[src/rtl/thfs_pkg.sv]
// Shared types and constants for the two-hand fixture sequencer.
// No dependencies; imported by two_hand_fixture_sequencer and its test bench.

package thfs_pkg;

	// Widths of the streams and of the configuration port
	localparam int unsigned IN_TDATA_W  = 8;
	localparam int unsigned OUT_TDATA_W = 16;
	localparam int unsigned CFG_IDX_W   = 2;
	localparam int unsigned CFG_DATA_W  = 8;
	localparam int unsigned CNT_W       = 8;

	// Register reset values
	localparam logic [CFG_DATA_W-1:0] PAIR_WINDOW_RST = 8'd100;
	localparam logic [CFG_DATA_W-1:0] SETTLE_RST      = 8'd100;
	localparam logic [CFG_DATA_W-1:0] CONFIRM_RST     = 8'd20;

	// Register indexes
	localparam logic [CFG_IDX_W-1:0] REG_PAIR_WINDOW = 2'd0;
	localparam logic [CFG_IDX_W-1:0] REG_SETTLE      = 2'd1;
	localparam logic [CFG_IDX_W-1:0] REG_CONFIRM     = 2'd2;

	// Sequencer step, also reported as phase
	typedef enum logic [2:0] {
		ST_STANDBY     = 3'd0,
		ST_CARRIER_IN  = 3'd1,
		ST_CLOSE_DOOR  = 3'd2,
		ST_OPEN_DOOR   = 3'd3,
		ST_CARRIER_OUT = 3'd4
	} step_t;

	// Sub-phase codes: standby meaning and drive meaning share the field
	localparam logic [1:0] SB_IDLE         = 2'd0;
	localparam logic [1:0] SB_WINDOW       = 2'd1;
	localparam logic [1:0] SB_CONFIRM      = 2'd2;
	localparam logic [1:0] SB_WAIT_RELEASE = 2'd3;
	localparam logic [1:0] DRV_EVAL        = 2'd0;
	localparam logic [1:0] DRV_SETTLE      = 2'd1;

	// Valve bit positions
	localparam int unsigned V_CIN    = 0;
	localparam int unsigned V_COUT   = 1;
	localparam int unsigned V_DCLOSE = 2;
	localparam int unsigned V_DOPEN  = 3;

endpackage

[src/rtl/two_hand_fixture_sequencer.sv]
// Two-hand start and cylinder sequencer for a test fixture, one tick per item.
// Depends on thfs_pkg (types, register indexes, valve bit positions).

// The block takes one item per one-millisecond tick on the slave stream and returns
// exactly one result item for it on the master stream. A start needs the carrier out and
// the door up, and both keys pressed either within pair_window_ticks of each other or
// together and held for confirm_ticks; a lone key that times out raises release_warning
// until it is let go. Holding both keys drives the carrier in and then the door closed,
// each drive settling for settle_ticks before its sensor is checked; a closed door gives
// one tick of ready_pulse and lamps_off. Releasing a key backs out: door open, carrier
// out. Rate: one item per clock cycle while the skid register is empty, and each result
// is registered. The per-tick state update is a single pass of logic from the state
// registers into the output buffer; this two-entry buffer (result register plus skid
// register) lets the slave side keep accepting while one result waits to be taken.
// Configuration writes (cfg_we, cfg_index, cfg_data) land at the next clock edge;
// index three is ignored.

module two_hand_fixture_sequencer
	import thfs_pkg::*;
(
	input  logic                   clk,
	input  logic                   arst_n,
	// Input ticks
	input  logic                   s_tvalid,
	output logic                   s_tready,
	// [0] key_one_pressed, [1] key_two_pressed, [2] part_in_sensor,
	// [3] part_out_sensor, [4] door_up_sensor, [5] door_down_sensor, [7:6] zero
	input  logic [IN_TDATA_W-1:0]  s_tdata,
	// Results
	output logic                   m_tvalid,
	input  logic                   m_tready,
	// [0] carrier_in_valve, [1] carrier_out_valve, [2] door_close_valve,
	// [3] door_open_valve, [6:4] phase, [7] ready_pulse, [8] lamps_off,
	// [9] release_warning, [15:10] zero
	output logic [OUT_TDATA_W-1:0] m_tdata,
	// Configuration
	input  logic                   cfg_we,
	input  logic [CFG_IDX_W-1:0]   cfg_index,
	input  logic [CFG_DATA_W-1:0]  cfg_data
);

	// Configuration registers
	logic [CFG_DATA_W-1:0] pair_window_q, settle_q, confirm_q;

	// Sequencer state
	step_t            step_q;
	logic [1:0]       sub_q;
	logic [CNT_W-1:0] cnt_q;
	logic [3:0]       valve_q;
	logic             first_key_q;

	// Output buffer
	logic                   out_valid_q, skid_valid_q;
	logic [OUT_TDATA_W-1:0] out_data_q, skid_data_q;

	logic accept, pop;

	// Next-state values
	step_t            n_step;
	logic [1:0]       n_sub;
	logic [CNT_W-1:0] n_cnt;
	logic [3:0]       n_valve;
	logic             n_first;
	logic             n_ready, n_warn;
	logic [OUT_TDATA_W-1:0] result;

	// Decoded inputs
	logic k1, k2, pin, pout, dup, ddown;
	logic both, c_inside, c_outside, d_up, d_down;

	// Shared drive-step controls
	logic             drv_cond, drv_ok, drv_success;
	step_t            drv_other, drv_next;
	logic [3:0]       drv_set, drv_clr;
	logic [CNT_W-1:0] cnt_bump;
	logic [CNT_W-1:0] win_bump;
	logic             held;

	assign s_tready = !skid_valid_q;
	assign accept   = s_tvalid && s_tready;
	assign pop      = out_valid_q && m_tready;
	assign m_tvalid = out_valid_q;
	assign m_tdata  = out_data_q;

	assign k1    = s_tdata[0];
	assign k2    = s_tdata[1];
	assign pin   = s_tdata[2];
	assign pout  = s_tdata[3];
	assign dup   = s_tdata[4];
	assign ddown = s_tdata[5];

	// A sensor pair that reads both or neither is an undefined position
	assign both      = k1 && k2;
	assign c_inside  = pin && !pout;
	assign c_outside = pout && !pin;
	assign d_up      = dup && !ddown;
	assign d_down    = ddown && !dup;

	// Saturating tick count
	assign cnt_bump = (cnt_q == {CNT_W{1'b1}}) ? cnt_q : cnt_q + 1'b1;

	// Pick the key condition, valves and sensor of the current drive step
	always_comb begin
		drv_cond  = both;
		drv_other = ST_STANDBY;
		drv_next  = ST_STANDBY;
		drv_set   = 4'b0000;
		drv_clr   = 4'b0000;
		drv_ok    = 1'b0;
		unique case (step_q)
			ST_CARRIER_IN: begin
				drv_cond  = both;
				drv_other = ST_CARRIER_OUT;
				drv_set   = 4'b0001 << V_CIN;
				drv_clr   = 4'b0001 << V_COUT;
				drv_ok    = c_inside;
				drv_next  = ST_CLOSE_DOOR;
			end
			ST_CLOSE_DOOR: begin
				drv_cond  = both;
				drv_other = ST_OPEN_DOOR;
				drv_set   = 4'b0001 << V_DCLOSE;
				drv_clr   = 4'b0001 << V_DOPEN;
				drv_ok    = d_down;
				drv_next  = ST_STANDBY;
			end
			ST_OPEN_DOOR: begin
				drv_cond  = !both;
				drv_other = ST_CLOSE_DOOR;
				drv_set   = 4'b0001 << V_DOPEN;
				drv_clr   = 4'b0001 << V_DCLOSE;
				drv_ok    = d_up;
				drv_next  = ST_CARRIER_OUT;
			end
			ST_CARRIER_OUT: begin
				drv_cond  = !both;
				drv_other = ST_CARRIER_IN;
				drv_set   = 4'b0001 << V_COUT;
				drv_clr   = 4'b0001 << V_CIN;
				drv_ok    = c_outside;
				drv_next  = ST_STANDBY;
			end
			default: begin
				drv_cond = both;
			end
		endcase
	end

	// One tick of the sequencer
	always_comb begin
		n_step      = step_q;
		n_sub       = sub_q;
		n_cnt       = cnt_q;
		n_valve     = valve_q;
		n_first     = first_key_q;
		n_ready     = 1'b0;
		n_warn      = 1'b0;
		drv_success = 1'b0;
		win_bump    = cnt_bump;
		held        = 1'b0;

		// An unreachable step code falls back to standby idle
		if (step_q > ST_CARRIER_OUT) begin
			n_step   = ST_STANDBY;
			n_sub    = SB_IDLE;
			n_cnt    = '0;
			win_bump = 8'd1;
		end

		if (n_step == ST_STANDBY) begin
			priority case (n_sub)
				SB_IDLE: begin
					if (c_outside && d_up) begin
						if (k1 != k2) begin
							n_first = k2;
							n_sub   = SB_WINDOW;
							n_cnt   = '0;
						end else if (both) begin
							n_sub = SB_CONFIRM;
							n_cnt = '0;
						end
					end
				end
				SB_WINDOW: begin
					n_cnt = win_bump;
					if (both) begin
						n_step = ST_CARRIER_IN;
						n_sub  = DRV_EVAL;
						n_cnt  = '0;
					end else if (win_bump >= pair_window_q) begin
						n_sub = SB_WAIT_RELEASE;
						n_cnt = '0;
					end
				end
				SB_CONFIRM: begin
					n_cnt = win_bump;
					if (win_bump >= confirm_q) begin
						n_cnt = '0;
						if (both) begin
							n_step = ST_CARRIER_IN;
							n_sub  = DRV_EVAL;
						end else begin
							n_sub = SB_IDLE;
						end
					end
				end
				default: begin
				end
			endcase
			// Hold the warning until the key pressed first is let go
			if (n_step == ST_STANDBY && n_sub == SB_WAIT_RELEASE) begin
				held = n_first ? k2 : k1;
				if (held) begin
					n_warn = 1'b1;
				end else begin
					n_sub = SB_IDLE;
				end
			end
		end else if (sub_q == DRV_EVAL) begin
			if (!drv_cond) begin
				n_step = drv_other;
			end else begin
				n_valve = (valve_q | drv_set) & ~drv_clr;
				n_sub   = DRV_SETTLE;
				n_cnt   = '0;
			end
		end else begin
			n_cnt = cnt_bump;
			if (cnt_bump >= settle_q) begin
				n_sub = DRV_EVAL;
				n_cnt = '0;
				if (drv_ok) begin
					n_step      = drv_next;
					drv_success = 1'b1;
				end
			end
		end

		if (drv_success && step_q == ST_CLOSE_DOOR) begin
			n_ready = 1'b1;
		end
		if (drv_success) begin
			n_sub = SB_IDLE;
		end

		result      = '0;
		result[3:0] = n_valve;
		result[6:4] = n_step;
		result[7]   = n_ready;
		result[8]   = n_ready;
		result[9]   = n_warn;
	end

	// Configuration writes
	always_ff @(posedge clk or negedge arst_n) begin
		if (!arst_n) begin
			pair_window_q <= PAIR_WINDOW_RST;
			settle_q      <= SETTLE_RST;
			confirm_q     <= CONFIRM_RST;
		end else if (cfg_we) begin
			if (cfg_index == REG_PAIR_WINDOW) pair_window_q <= cfg_data;
			if (cfg_index == REG_SETTLE)      settle_q      <= cfg_data;
			if (cfg_index == REG_CONFIRM)     confirm_q     <= cfg_data;
		end
	end

	// Advance the sequencer on every accepted item
	always_ff @(posedge clk or negedge arst_n) begin
		if (!arst_n) begin
			step_q      <= ST_STANDBY;
			sub_q       <= SB_IDLE;
			cnt_q       <= '0;
			valve_q     <= '0;
			first_key_q <= 1'b0;
		end else if (accept) begin
			step_q      <= n_step;
			sub_q       <= n_sub;
			cnt_q       <= n_cnt;
			valve_q     <= n_valve;
			first_key_q <= n_first;
		end
	end

	// Output buffer: result register with a skid register behind it
	always_ff @(posedge clk or negedge arst_n) begin
		if (!arst_n) begin
			out_valid_q  <= 1'b0;
			skid_valid_q <= 1'b0;
		end else if (skid_valid_q) begin
			if (pop) begin
				out_valid_q  <= 1'b1;
				skid_valid_q <= 1'b0;
			end
		end else if (accept) begin
			if (out_valid_q && !pop) begin
				skid_valid_q <= 1'b1;
			end else begin
				out_valid_q <= 1'b1;
			end
		end else if (pop) begin
			out_valid_q <= 1'b0;
		end
	end

	always_ff @(posedge clk) begin
		if (skid_valid_q) begin
			if (pop) out_data_q <= skid_data_q;
		end else if (accept) begin
			if (out_valid_q && !pop) skid_data_q <= result;
			else                     out_data_q  <= result;
		end
	end

	// Checks
	a_skid_behind_out: assert property (@(posedge clk) disable iff (!arst_n)
		skid_valid_q |-> out_valid_q)
		else $error("skid register full while result register empty");

	a_carrier_valves: assert property (@(posedge clk) disable iff (!arst_n)
		!(valve_q[V_CIN] && valve_q[V_COUT]) && !(valve_q[V_DCLOSE] && valve_q[V_DOPEN]))
		else $error("opposing valves driven together");

	a_step_range: assert property (@(posedge clk) disable iff (!arst_n)
		step_q <= ST_CARRIER_OUT)
		else $error("sequencer step out of range");

	a_ready_in_standby: assert property (@(posedge clk) disable iff (!arst_n)
		(accept && n_ready) |=> (step_q == ST_STANDBY && valve_q[V_DCLOSE]))
		else $error("ready pulse without closed door in standby");

endmodule

[config.mk]
export PLATFORM = sky130hd
export DESIGN_NAME = two_hand_fixture_sequencer
export DESIGN_NICKNAME = d
export VERILOG_FILES = /design/src/rtl/thfs_pkg.sv /design/src/rtl/two_hand_fixture_sequencer.sv
export SDC_FILE = /design/constraint.sdc
export NUM_CORES = 1
export LEC_CHECK = 0
export BUFFER_PORTS_ARGS = -buffer_cell sky130_fd_sc_hd__buf_2
export CORE_ASPECT_RATIO = 0.5
export CORE_MARGIN = 2
export CORE_UTILIZATION = 26
export DETAILED_ROUTE_END_ITERATION = 6
export PLACE_DENSITY = 0.53
export SYNTH_ARGS = -nofsm -noshare
export SYNTH_HDL_FRONTEND = slang
export SYNTH_SLANG_ARGS = --single-unit
[constraint.sdc]
create_clock -name clk -period 4.7 [get_ports clk]
set_input_delay 1.41 -clock clk [delete_from_list [all_inputs] [get_ports clk]]
set_output_delay 1.41 -clock clk [all_outputs]
set_load 0.01 [all_outputs]
==> flow_summary.json <==
{
  "drc_errors": 0,
  "synthArstFlopShare_pct": 71.0,
  "period_share_pct": 83.3,
  "rsz0062_at_grt": "no",
  "wirelength_um": 9720,
  "cts-root-buf": "clkbuf_16",
  "ys_seq_area_share_pct": 41.2,
  "report.final.slew_viol_count": 0,
  "fin_tns_setup_ns": 0,
  "hold_viol": 0,
  "final_util_pct": 30.6,
  "postCtsHoldBufs": 0,
  "overflow": 0,
  "busiest_layer": "met2",
  "crit_path_end_kind": "register",
  "worst_slew_pin_slew_ns": 1.03,
  "grt_pass1_vias": 3037,
  "cts_inserted_buffers": 9,
  "path_clk_slew_ns": 0.06,
  "cts_tree": "yes",
  "io_buffers": 32,
  "synthDistinctLibCells": 61,
  "drive_gt1_share_pct": 19.5,
  "use_met3_pct": 3.69,
  "antenna_found_initial": 0,
  "rows": 32,
  "htree_levels": 3,
  "final.setup_skew_ns": 0.00915,
  "drtIter0Drc": 230,
  "die_x_um": 180,
  "nFillCells": 1609,
  "initial_utilization_pct": 26.3,
  "synth-edff-count": 18,
  "slowest_stage": "dfrtp_1",
  "vias": 3186,
  "relSlewSlack_pct": 31.4,
  "hpwl_um": 7150,
  "p_leak_nw": 2.04,
  "dp.cells": 654,
  "crit_path_max_incr_delay_ns": 0.50,
  "grtUsageTotal_pct": 12.4,
  "grt_pass1_wl_um": 16100,
  "fin_cells": 670,
  "dpl-instance-area_sq_um": 4350,
  "hp-class": "register to register",
  "outcome": "finished clean",
  "vdd_ir_drop_max_v": 0.000185,
  "setup_viol": 0,
  "diodes": 0,
  "max_clock_freq_mhz": 255,
  "cp_data_required_time_ns": 4.78,
  "detail_route.wl_per_cell_um": 14.5,
  "yosys_warnings": 0,
  "core-area_sq_um": 15300,
  "critical_path_arrival_ns": 4.00,
  "setup_slack_ns": 0.784,
  "io_pins": 41,
  "cts_resized": 0,
  "min_period_ns": 3.92,
  "gp_congestion": 0.833,
  "final_cell_mix": "nand2_1, inv_1, dfrtp_1",
  "synthFlopType": "dfrtp_1",
  "pre_cts_ws_ns": 0.822,
  "syn-instance-count": 432,
  "mostFrequentLayoutCell": "nand2_1",
  "synth_area_per_cell_sq_um": 9.28,
  "synth-seq-cells": 62,
  "power.total_mw": 2.47,
  "viasPerCell": 4.76,
  "path_cells": "nand3_2 -> nor2_1 -> nand2_1 -> xnor2_1 -> and2_1 -> ha_1 -> nand2b_1 -> a21oi_1 -> nand2_1 -> a311oi_1 -> o311a_1 -> o21ai_1 -> a21oi_1 -> nor3_2 -> mux2_2",
  "regArea_sq_um": 1650,
  "grt_max_degree": 45,
  "area_growth_pct": 16.2,
  "multiInputGateArea_sq_um": 2120,
  "first_pass_iters": 4,
  "cp_max_fo": 8,
  "cp_top_family": "compound AO/OA/AOI/OAI gates",
  "drv_cap": 0,
  "cts_buffer_depth": 2,
  "cts.sinks": 62,
  "syn-cell-area_sq_um": 4010,
  "critical_path_class": "register to register",
  "final_nets": 510,
  "p_per_area_nw_per_um2": 530,
  "use_met2_pct": 17.9,
  "die_h_um": 91.8,
  "die_area_sq_um": 16500,
  "cts_setup_buffers": 0,
  "antenna_left": 0,
  "met1_usage_pct": 17.5,
  "finalInstanceArea_sq_um": 4660,
  "critPathBufInv": 0,
  "worst_hold_slack_ns": 0.508,
  "startpoint_type": "register",
  "clk_latency_ns": 0.34
}
==> registers in the layout, summed over array words and instances (netlist names), 3 cells and up <==
name,count
valve_q,4
step_q,3
pair_window_q,8
m_tdata,9
skid_data_q,9
confirm_q,8
settle_q,8
cnt_q,8
==> per-layer routing <==
layer / vias up / part of all wire (%)
met2: 72 / 43
met3: 8 / 5.5
met5: - / 0
met4: 0 / 0.65
met1: 1509 / 51
li1: 1597 / -
==> worst register-to-register path: stages, from the launching register on <==
cell      delay [ns]
dfrtp_1         0.50
nand3_2         0.20
nor2_1          0.19
nand2_1         0.14
xnor2_1         0.30
and2_1          0.28
ha_1            0.25
nand2b_1        0.14
a21oi_1         0.18
nand2_1         0.07
a311oi_1        0.28
o311a_1         0.34
o21ai_1         0.12
a21oi_1         0.27
nor3_2          0.12
mux2_2          0.27
==> Yosys cell counts (6+ instances only) <==
cell,n,area [sq um]
nor2b_1,6,37.5
and2_1,8,50.1
ha_1,26,325
a21oi_1,29,145
dfstp_2,8,210
o21ai_1,11,55.1
edfxtp_1,18,541
nand2_1,47,176
clkbuf_1,11,41.3
nand2b_1,7,43.8
buf_4,7,52.6
o21ai_0,27,135
mux2_2,23,259
nor2_1,27,101
a21o_1,8,60.1
dfrtp_1,36,901
nand3_1,9,45.0
nor3_1,11,55.1
inv_1,37,139
==> cell type report <==
class | instances | share of cell area (%)
Multi-Input combinational cell | 315 | 45.5
Sequential cell | 62 | 35.4
Tap cell | 204 | 5.48
Clock buffer | 11 | 4.99
Timing Repair Buffer | 35 | 3.92
Inverter | 38 | 3.06
Clock inverter | 5 | 1.58
==> path summary, 6_finish.rpt <==
| check | from | to | slack [ns] | cells past startpoint |
|---|---|---|---|---|
| worst max-delay path | cnt_q[4] | m_tdata[9] | 0.78 | 15 |
| worst min-delay path | valve_q[1] | valve_q[1] | 0.51 | 2 |
| worst min register to register | valve_q[1] | valve_q[1] | 0.51 | 2 |
| min in group asynchronous | arst_n | pair_window_q[1] | 1.26 | 1 |
| max in group asynchronous | arst_n | valve_q[0] | 2.80 | 1 |
| worst max register to register | cnt_q[4] | m_tdata[9] | 0.78 | 15 |
==> kinds of logic (layout without fill, tap and decap cells) <==
family          Yosys count  after routing  share of synthesized area (%)
flops                    62             62                           41.2
other cells               1              6                         0.0935
compound gates          116            116                           19.5
mux                      23             23                           6.46
fa+ha+maj                26             26                           8.11
xor+xnor                  6              6                           1.31
buf+inv                  60             89                           6.36
simple gates            138            138                           17.0
==> power breakdown <==
part	internal (mW)	switching, mW	total (mW)
Clock	0.461	0.245	0.705
Combinational	0.373	0.542	0.915
Sequential	0.728	0.123	0.852
Note: power is estimated with default switching activity, not from simulation.
